$ cat src/design/bgbr_pkg.sv
package bgbr_pkg;

	localparam int MAX_PAIRS = 1024;
	localparam int PAIR_W    = $clog2(MAX_PAIRS);
	localparam int CNT_W     = PAIR_W + 1;
	localparam int PIX_W     = 8;
	localparam int CFG_W     = 11;

	localparam logic [CFG_W-1:0] PAIRS_RESET = CFG_W'(320);
	localparam logic [CFG_W-1:0] PAIRS_MAX   = CFG_W'(MAX_PAIRS);

	// beat position within one 2x2 block: {lower_row, right_column}
	localparam logic [1:0] FIRST_BEAT = 2'd0;
	localparam logic [1:0] LAST_BEAT  = 2'd3;

	typedef struct packed {
		logic [PIX_W-1:0]  red;
		logic [PIX_W-1:0]  green_upper;
		logic [PIX_W-1:0]  green_lower;
		logic [PIX_W-1:0]  blue;
		logic [PAIR_W-1:0] pair;
	} block_t;

endpackage

$ cat src/design/bgbr_expand.sv
module bgbr_expand (
	input  logic                         clk,
	input  logic                         arst_n,
	input  logic                         blk_valid,
	output logic                         blk_ready,
	input  bgbr_pkg::block_t             blk,
	output logic                         out_valid,
	input  logic                         out_ready,
	output logic [bgbr_pkg::PIX_W-1:0]   red,
	output logic [bgbr_pkg::PIX_W-1:0]   green,
	output logic [bgbr_pkg::PIX_W-1:0]   blue,
	output logic                         lower_row,
	output logic                         right_column,
	output logic [bgbr_pkg::PAIR_W-1:0]  pair_index,
	output logic                         last_of_block
);

	logic             valid_q;
	logic [1:0]       beat_q;
	bgbr_pkg::block_t blk_q;
	logic             last;

	assign last      = beat_q == bgbr_pkg::LAST_BEAT;
	assign blk_ready = !valid_q || (out_ready && last);

	always_ff @(posedge clk or negedge arst_n) begin
		if (!arst_n) begin
			valid_q <= 1'b0;
			beat_q  <= bgbr_pkg::FIRST_BEAT;
		end else if (blk_valid && blk_ready) begin
			valid_q <= 1'b1;
			beat_q  <= bgbr_pkg::FIRST_BEAT;
		end else if (valid_q && out_ready) begin
			beat_q <= beat_q + 2'd1;
			if (last) begin
				valid_q <= 1'b0;
			end
		end
	end

	always_ff @(posedge clk) begin
		if (blk_valid && blk_ready) begin
			blk_q <= blk;
		end
	end

	assign out_valid     = valid_q;
	assign red           = blk_q.red;
	assign green         = beat_q[1] ? blk_q.green_lower : blk_q.green_upper;
	assign blue          = blk_q.blue;
	assign lower_row     = beat_q[1];
	assign right_column  = beat_q[0];
	assign pair_index    = blk_q.pair;
	assign last_of_block = last;

endmodule

$ cat config.mk
export PLATFORM = sky130hd
export DESIGN_NAME = bgbr_expand
export DESIGN_NICKNAME = d
export VERILOG_FILES = /design/src/design/bgbr_pkg.sv /design/src/design/bgbr_expand.sv
export SDC_FILE = /design/constraint.sdc
export NUM_CORES = 1
export LEC_CHECK = 0
export ABC_AREA = 1
export BUFFER_PORTS_ARGS = -buffer_cell sky130_fd_sc_hd__buf_2
export CORE_MARGIN = 1
export CORE_UTILIZATION = 48
export DETAILED_ROUTE_END_ITERATION = 8
export PLACE_DENSITY = 0.8
export RECOVER_POWER = 50
export SYNTH_ARGS = -nofsm -noshare
export SYNTH_HDL_FRONTEND = slang
export SYNTH_SLANG_ARGS = --single-unit
$ cat constraint.sdc
create_clock -name clk -period 4.15 [get_ports clk]
set_input_delay 0.6225 -clock clk [delete_from_list [all_inputs] [get_ports clk]]
set_output_delay 0.6225 -clock clk [all_outputs]
set_load 0.01 [all_outputs]
# After elaboration in Yosys (flattened, before gate mapping)
# Index checks and enable logic that the tools add are counted.
# word_totals
register_bits	45
wordCells	23
out_inout_bits	39
in_bits	46
# classes
n_eq_ne	1
mux	6
add_sub_neg	1
reduce_logical	8
# ops
operator	count
two-way mux 8 bit	1
two-way mux 2 bit	2
nonzero test 2 bit	2
logical AND 1 bit	3
two-way mux 1 bit	3
adder 2 x 1 -> 2 bit, second input constant	1
== test 2 bit, second input constant	1
AND reduction 2 bit	1
zero test 1 bit	1
logical OR 1 bit	1

# Depth between registers and ports, before layout
# Gate-level depths: netlist of the first run.
# logic_depth
ltp_word	6
mapped_depth	6
ltp_nobuf	6

# Least setup slack after synthesis of the first run
# OpenSTA, ideal clock, no wires.
# synth_timing
path_kind	reg-to-reg
from	register beat_q[1]
to	register blk_q[18] (netlist bit) (enable)
setup_ns	0.396
arrival_ns	1.791
period_less_slack_ns	2.188
setup_slack_ns	1.962
t_required_ns	3.754
n_path_buf	0
path_stages_with_launch	6
cell_sequence	dfrtp_1 -> ha_1 -> nand2_1 -> nand2_1 -> nand2_1 -> inv_1
# synth_between
elab_chain_len	4
# synth_rtl
element	line_no	rtl
from (decl)	bgbr_expand.sv:19	logic [1:0] beat_q;
from (signal assigned)	bgbr_expand.sv:29	beat_q <= bgbr_pkg::FIRST_BEAT;
from (signal assigned)	bgbr_expand.sv:32	beat_q <= bgbr_pkg::FIRST_BEAT;
from (signal assigned)	bgbr_expand.sv:34	beat_q <= beat_q + 2'd1;
== test 2 bit	bgbr_expand.sv:23	assign last = beat_q == bgbr_pkg::LAST_BEAT;
via last_of_block	bgbr_expand.sv:15	output logic last_of_block
logical AND 1 bit	bgbr_expand.sv:24	assign blk_ready = !valid_q || (out_ready && last);
logical OR 1 bit	bgbr_expand.sv:24	
via blk_ready	bgbr_expand.sv:5	output logic blk_ready,
logical AND 1 bit	bgbr_expand.sv:42	if (blk_valid && blk_ready) begin
to (signal assigned)	bgbr_expand.sv:43	blk_q <= blk;
to (decl)	bgbr_expand.sv:20	bgbr_pkg::block_t blk_q;
# The timed path passes the listed nets, and every way through them passes these cells.
# A chain may end at the register's enable or synchronous reset.

# Worst setup path in the final report of the first run
# layout_timing
from	register beat_q[1]
to	register blk_q[32] (netlist bit) (enable)
# layout_between
elab_chain_len	4
# layout_rtl
element	line_no
== test 2 bit	bgbr_expand.sv:23
logical AND 1 bit	bgbr_expand.sv:24
logical OR 1 bit	bgbr_expand.sv:24
logical AND 1 bit	bgbr_expand.sv:42
# No other way between the ends.

==> reports/qor.txt, run 1 <==
Outcome -> completed
Sequential area share after synthesis -> 0.768
Psw -> 0.331 mW
Crit path setup slack, layout -> 1720 ps
Switching share of power -> 0.275
Setup TNS -> 0 ps
Power Dens Cells -> 580 mW/mm^2
I/O pin cnt -> 85
Via count -> 933
Post-CTS resize count -> 0
Slew @ Worst Pin -> 652 ps
Slowest stage cell, crit path -> dfrtp_1
Syn Nets -> 144
CP required -> 4170 ps
TritonCTS Buffers -> 5
Clock power frac -> 0.206
Post-Synthesis Cells -> 97
RSZ-0062 raised after global routing -> false
Gr ovfl total -> 0
CP Depth -> 6
Layout net count -> 209
Post-Syn Area -> 0.00174 mm^2
CTS tree -> yes
Critical path buffers and inverters -> 2
Initial core utilization -> 0.510
Core area -> 0.00342 mm^2
Max Freq -> 411 MHz
Worst setup path category -> reg2reg
Antenna Cells -> 0
Pint -> 0.871 mW
Initial antenna violation count -> 0
Number of cell rows -> 21
Total of max-cap violations -> 0
Die Wd -> 62.2 um
Clk sinks -> 45
Max Root-Sink Buffers -> 2
Die area -> 0.00387 mm^2
Largest net degree at the start of global routing -> 25
Clk pin slew, worst setup/hold paths -> 110 ps
Final hold violation count -> 0
GP Congestion -> 0.758
Post-CTS Setup Bufs -> 0
Post-Route WL -> 2690 um
Avg Inst Size Synth -> 17.9 um^2
Die Ht -> 62.2 um
Tcrit/Tclk final -> 0.586
Register-to-Register Path Depth -> 6
Comb pwr share -> 0.249
First-pass GRT wire length -> 4120 um
Largest stage delay on the critical path -> 700 ps
Final-report setup violation count -> 0
# hold bufs at CTS -> 0
Final min period -> 2430 ps
#FFs+latches synth -> 45
Startpoint types -> flip-flop
CP arrival -> 2450 ps
Drt wl/cell -> 12.9 um
VDD IR-drop max -> 0.318 mV
Layout area overhead -> 19.0%
Hold_ws -> 80.8 ps
Synth area leaders -> edfxtp_1 72%, buf_4 11%, mux2_4 6.9%
Port bufs -> 84
Fin. max-slew vios -> 0
Most used cell along the critical path -> nand2_1
DRT Pass-1 Iters -> 3
Family with the most delay on the worst path -> buffers and inverters
1st-iter DRT viols -> 26
Clock Latency Late Sink -> 340 ps
Number of global-route vias before repair -> 913
Yosys top cell area share -> 0.725
HP Class -> in2async
Crit end category -> flip-flop
Post-DRT Antenna Nets -> 0
Post-layout util -> 0.606
Yosys cell types -> 9
Share of power burned in registers -> 0.545
Top cell type by total area after synthesis -> edfxtp_1
Global Route Usage Sum -> 0.145
Number of vias per cell -> 4.46
Root Buffer -> clkbuf_4
Crit path max fanout -> 24
Share of cells above drive strength 1 -> 0.491
Post-DP HPWL -> 2120 um
DRC -> 0
Critical Path, Cell by Cell -> ha_1 > nand2_1 > nand2_1 > nand2_1 > inv_1 > buf_4
H-tree levels -> 2
Pre-CTS worst setup slack -> 1670 ps
Synth warn -> 0
Slew margin rel. -> 0.565
Leakage power -> 0.874 nW
Final Skew -> 8.91 ps
-- power by group through the flow --
stage	Sequential [mW]	Clock [mW]	Combinational (mW)
global route	0.667	0.270	0.328
finish	0.655	0.248	0.299
detailed placement	0.666	0	0.313
floorplan	0.650	0	0.251
CTS	0.655	0.255	0.314
global placement	0.659	0	0.303
-- area by class of cell --
type	count	area (um^2)
Inverter	3	11.3
Fill cell	294	1350
Multi-Input combinational cell	22	186
Tap cell	46	57.6
Clock buffer	6	41.3
Timing Repair Buffer	85	404
Sequential cell	45	1340
Clock inverter	2	33.8
-- per-layer routing --
layer	vias to the layer above	GRT usage	wire length, um
met4	0	0.0785	37
met5	-	0	0
met2	36	0.273	1570
met3	4	0.0386	132
li1	452	-	-
met1	441	0.143	943
-- cells in the final DEF (no fill, tap or decap) --
cell	Yosys	final
buf_2	0	65
edfxtp_1	42	42
clkbuf_1	0	20
nand2_1	9	9
mux2_4	8	8
clkbuf_4	0	5
nand3_1	4	4
inv_1	3	3
dfrtp_1	3	3
ha_1	1	1
clkinv_1	0	1
bufinv_16	0	1
buf_4	26	1
-- sequential cells by signal, summed over array words and instances (netlist names) --
| signal | count |
|---|---|
| beat_q | 2 |
| blk_q | 16 |
| blue | 8 |
| out_valid | 1 |
| pair_index | 10 |
| red | 8 |
-- metrics by stage --
| stage | cells | cell area (um^2) | total power, mW |
|---|---|---|---|
| final | 209 | 2070 | 1.20 |
| after global routing | 209 | 2070 | 1.26 |
| after global placement | 201 | 2020 | 0.963 |
| after detailed placement | 201 | 2020 | 0.979 |
| after CTS | 209 | 2090 | 1.22 |
| after floorplan | 97 | 1740 | 0.901 |
-- synth_stat cells, drive strengths merged --
master	n
dfrtp	3
buf	27
nand3	4
edfxtp	42
inv	3
ha	1
mux2	8
nand2	9
-- path summary, 6_finish.rpt --
path | end | startpoint | slack, ps
max in group asynchronous | beat_q[1]$_DFFE_PN0P_ | arst_n | 3910
worst min register to register | beat_q[0]$_DFFE_PN0P_ | beat_q[0]$_DFFE_PN0P_ | 590
min in group clk | blue[2]$_DFFE_PP_ | blk[12] | 450
worst min-delay path | beat_q[0]$_DFFE_PN0P_ | arst_n | 80
worst max-delay path | blk_q[32]$_DFFE_PP_ | beat_q[1]$_DFFE_PN0P_ | 1720
worst max register to register | blk_q[32]$_DFFE_PP_ | beat_q[1]$_DFFE_PN0P_ | 1720
-- cells by family after synthesis --
kind of cell,synth area share
flops,0.768
buf+inv,0.125
simple gates,0.0309
mux,0.0690
fa+ha+maj,0.00719
Power figures use the tool's default switching activity.
==> run 2, diff against run 1 <==
Settings changed: CORE_UTILIZATION 48 to 41, PLACE_DENSITY 0.8 to 0.72.
Clock period 4.15 ns to 1.97 ns, I/O delays scaled along.
==> reports/qor.txt, run 2 (same netlist as run 1, synthesis figures left out) <==
Outcome -> completed
Hold_ws -> 179 ps
Setup TNS -> 0 ps
Largest net degree at the start of global routing -> 26
Fin. max-slew vios -> 0
Initial antenna violation count -> 0
GP Congestion -> 0.824
Slew margin rel. -> 0.801
RSZ-0062 raised after global routing -> false
CP required -> 1670 ps
Post-Route WL -> 2780 um
Post-CTS resize count -> 0
Critical path buffers and inverters -> 2
Crit end category -> output pin
Crit path max fanout -> 10
Biggest register -> blk_q
Die area -> 0.00451 mm^2
I/O pin cnt -> 85
Number of global-route vias before repair -> 927
DRC -> 0
Post-DP HPWL -> 2180 um
Clock Latency Late Sink -> 280 ps
Critical Path, Cell by Cell -> buf_4 > mux2_4 > buf_2
Tcrit/Tclk final -> 0.831
Commonest non-fill, non-tap cell in the layout -> buf_2
Layout area overhead -> 23.1%
1st-iter DRT viols -> 46
TritonCTS Buffers -> 5
Share of cells above drive strength 1 -> 0.512
Final hold violation count -> 0
Family with the most delay on the worst path -> flip-flops
# hold bufs at CTS -> 1
Via count -> 934
Layout net count -> 212
Port bufs -> 84
Largest stage delay on the critical path -> 370 ps
Final-report setup violation count -> 0
Slew @ Worst Pin -> 299 ps
Power Dens Cells -> 1270 mW/mm^2
HP Class -> in2reg
Final Non-Filler Cells -> 216
VDD IR-drop max -> 0.645 mV
CP arrival -> 1340 ps
Post-layout util -> 0.532
Clk pin slew, worst setup/hold paths -> 80 ps
Startpoint types -> flip-flop
Post-DRT Antenna Nets -> 0
CTS tree -> yes
Leakage power -> 0.890 nW
Max Root-Sink Buffers -> 2
Drt wl/cell -> 12.9 um
H-tree levels -> 2
Die Ht -> 67.2 um
Global Route Usage Sum -> 0.123
Final min period -> 1640 ps
Fillers -> 347
Total of max-cap violations -> 0
DRT Pass-1 Iters -> 4
Initial core utilization -> 0.432
Worst setup path category -> reg2out
Gr ovfl total -> 0
First-pass GRT wire length -> 3880 um
Slowest stage cell, crit path -> dfrtp_1
Antenna Cells -> 0
Clk sinks -> 45
Post-CTS Setup Bufs -> 0
Number of vias per cell -> 4.32
Core area -> 0.00403 mm^2
Root Buffer -> clkbuf_8
Max Freq -> 611 MHz
Most frequent cells in the layout -> 65 x buf_2, 42 x edfxtp_1, 19 x clkbuf_1, 9 x nand2_1, 8 x mux2_4
Number of cell rows -> 23
Final Skew -> 6.85 ps
Placed Instances -> 207
Flip-flop count of the largest register after layout -> 16
Die Wd -> 67.2 um
-- run 2: stage by stage --
step | total power [mW] | instance area (um^2) | setup WS, ps
final | 2.71 | 2140 | 334
after global routing | 2.86 | 2140 | 258
after CTS | 2.77 | 2170 | 322
after detailed placement | 2.10 | 2050 | 407
after global placement | 2.06 | 2050 | 506
after floorplan | 1.91 | 1750 | 35.9
-- run 2: power by group --
part / total, mW / leakage, nW / switching, mW / internal, mW
combinational: 0.715 / 0.416 / 0.398 / 0.317
sequential: 1.34 / 0.423 / 0.0621 / 1.28
clock: 0.660 / 0.0518 / 0.287 / 0.373
-- run 2: area by class of cell --
cell class              count  area (um^2)  share of cell area
multi-input cells          22          189              0.0882
repair buffers             88          429               0.200
clock buffers               5         68.8              0.0321
clock inverters             3         41.3              0.0193
flip-flops and latches     45         1340               0.624
inverters                   3         15.0             0.00701
well taps                  50         62.6              0.0292
-- run 2: path summary, 6_finish.rpt --
| path | start | endpoint | slack, ps | cells after the start |
|---|---|---|---|---|
| worst max-delay path | beat_q[1]$_DFFE_PN0P_ | green[0] | 330 | 3 |
| worst min-delay path | blk[34] | red[0]$_DFFE_PP_ | 180 | 1 |
| worst max register to register | beat_q[0]$_DFFE_PN0P_ | blk_q[21]$_DFFE_PP_ | 350 | 6 |
| worst min register to register | beat_q[0]$_DFFE_PN0P_ | beat_q[0]$_DFFE_PN0P_ | 590 | 2 |
| max in group asynchronous | arst_n | beat_q[0]$_DFFE_PN0P_ | 1470 | 2 |
| min in group asynchronous | arst_n | beat_q[1]$_DFFE_PN0P_ | 350 | 2 |
-- run 2: routing by layer --
metal  wire length [um]  global-route usage  share of wire  up-vias
met5                  0                   0              0        -
met4                 57              0.0718          0.020        0
met3                164              0.0473          0.059        6
met2               1560               0.211           0.56       43
met1               1000               0.128           0.36      433
li1                   -                   -              -      452
==> run 3, diff against run 2 <==
Clock period 1.97 ns to 1.4 ns, I/O delays scaled along.
==> reports/qor.txt, run 3 (same netlist as run 1, synthesis figures left out) <==
1st-iter DRT viols -> 39
Max Freq -> 657 MHz
Largest stage delay on the critical path -> 420 ps
Antenna Cells -> 0
Post-Route WL -> 3010 um
Switching share of power -> 0.286
Psw -> 1.16 mW
Most frequent cells in the layout -> 74 x buf_2, 42 x edfxtp_1, 13 x buf_6, 8 x mux2_4, 6 x nand2_1
Post-route cell area -> 0.00231 mm^2
Initial antenna violation count -> 0
Drt wl/cell -> 13.6 um
HP Class -> in2reg
Failing checks -> setup timing
Layout net count -> 217
Final Skew -> 6.26 ps
VDD IR-drop max -> 0.910 mV
Tcrit/Tclk final -> 1.09
DRC -> 0
First-pass GRT wire length -> 4280 um
Total of max-cap violations -> 0
Final min period -> 1520 ps
Commonest non-fill, non-tap cell in the layout -> buf_2
Fin. max-slew vios -> 0
Clk pin slew, worst setup/hold paths -> 80 ps
Number of vias per cell -> 4.43
Worst setup path category -> reg2out
Post-DRT Antenna Nets -> 0
Die Wd -> 67.2 um
RSZ-0062 raised after global routing -> true
Crit end category -> output pin
Crit path max fanout -> 5
Clk sinks -> 45
Final-report setup violation count -> 51
Startpoint types -> flip-flop
Core area -> 0.00403 mm^2
DRT Pass-1 Iters -> 4
Leakage power -> 1.00 nW
Slew margin rel. -> 0.876
Die Ht -> 67.2 um
Slew @ Worst Pin -> 187 ps
Max Root-Sink Buffers -> 2
Via count -> 978
Clock power frac -> 0.188
Pint -> 2.89 mW
I/O pin cnt -> 85
H-tree levels -> 2
Clock Latency Late Sink -> 290 ps
Final hold violation count -> 0
Comb pwr share -> 0.344
Fillers -> 331
Port bufs -> 84
Number of cell rows -> 23
Number of global-route vias before repair -> 912
CTS tree -> yes
Hold_ws -> 85.1 ps
GP Congestion -> 0.751
Post-DP HPWL -> 2140 um
Critical Path, Cell by Cell -> buf_6 > mux2_4 > buf_6
Die area -> 0.00451 mm^2
Post-place instance area -> 0.00206 mm^2
Critical path buffers and inverters -> 2
Family with the most delay on the worst path -> flip-flops
Most used cell along the critical path -> buf_6
Flip-flop count of the largest register after layout -> 16
Crit path setup slack, layout -> -121 ps
Share of power burned in registers -> 0.468
CP required -> 1190 ps
Pre-CTS worst setup slack -> -41.3 ps
Share of cells above drive strength 1 -> 0.655
Root Buffer -> clkbuf_8
Layout area overhead -> 32.6%
Slowest stage cell, crit path -> dfrtp_1
CP arrival -> 1310 ps
Biggest register -> blk_q
Largest net degree at the start of global routing -> 32
Initial core utilization -> 0.432
TritonCTS Buffers -> 5
Outcome -> complete, but fails checks
Gr ovfl total -> 0
Global Route Usage Sum -> 0.139
Power Dens Cells -> 1750 mW/mm^2
[run 3: cell count changes in the layout (fill, tap and decap cells not counted), sizes merged]
cell	previous run	this run
clkbuf	24	6
clkinvlp	2	1
clkinv	1	3
bufinv	1	0
buf	68	91
[run 3: path summary, 6_finish.rpt]
path | endpoint | slack, ps | cells past startpoint | start
setup / recovery | green[5] | -120 | 3 | beat_q[1]$_DFFE_PN0P_
min in group asynchronous | out_valid$_DFFE_PN0P_ | 240 | 2 | arst_n
hold / removal | blue[1]$_DFFE_PP_ | 90 | 1 | blk[11]
setup reg to reg | blk_q[23]$_DFFE_PP_ | -110 | 6 | beat_q[1]$_DFFE_PN0P_
hold reg to reg | beat_q[0]$_DFFE_PN0P_ | 600 | 2 | beat_q[0]$_DFFE_PN0P_
max in group asynchronous | beat_q[1]$_DFFE_PN0P_ | 1050 | 2 | arst_n
[run 3: metal layers]
metal | track usage | wire, um | up-vias
met1 | 0.154 | 1170 | 459
met5 | 0 | 0 | -
li1 | - | - | 461
met2 | 0.228 | 1590 | 51
met4 | 0.0878 | 62 | 0
met3 | 0.0473 | 178 | 7
[run 3: layout make-up]
type                    instances  area [um^2]  area share
repair buffers                 93          602       0.261
clock inverters                 3         17.5     0.00759
well taps                      50         62.6      0.0271
flip-flops and latches         45         1340       0.579
inverters                       3         15.0     0.00650
multi-input cells              22          206      0.0894
clock buffers                   5         68.8      0.0298
[run 3: worst register-to-register path, cell delays in order, from the launching register on]
cell and delay, ps:
dfrtp_1 420, ha_2 230, nand2_2 70, nand2_4 80, nand2_4 60, clkinvlp_4 130
buf_12 210
[run 3: power groups by stage]
stage / registers [mW] / logic (mW) / clock network [mW]
floorplan: 1.93 / 0.763 / 0
global placement: 1.89 / 1.04 / 0
detailed placement: 1.91 / 1.08 / 0
CTS: 1.89 / 1.34 / 0.788
global route: 1.92 / 1.48 / 0.846
finish: 1.89 / 1.39 / 0.761
[run 3: what timing repair did]
action | 4_1_cts | 5_1_grt
gates cloned | 2 | 0
buffers inserted | 2 | 1
hold buffers | 1 | 0
endpoints found under the setup margin | 51 | 52
endpoints found under the hold margin | 3 | 0
resized for setup | 15 | 6
[run 3: stage by stage]
step	instances	util	total power, mW	TNS, ps
floorplan	97	-	2.69	-20920
global placement	207	0.512	2.93	0
detailed placement	207	0.512	2.99	-1540
CTS	220	0.566	4.02	-4910
global route	221	0.573	4.25	-7290
finish	221	0.573	4.05	-4480
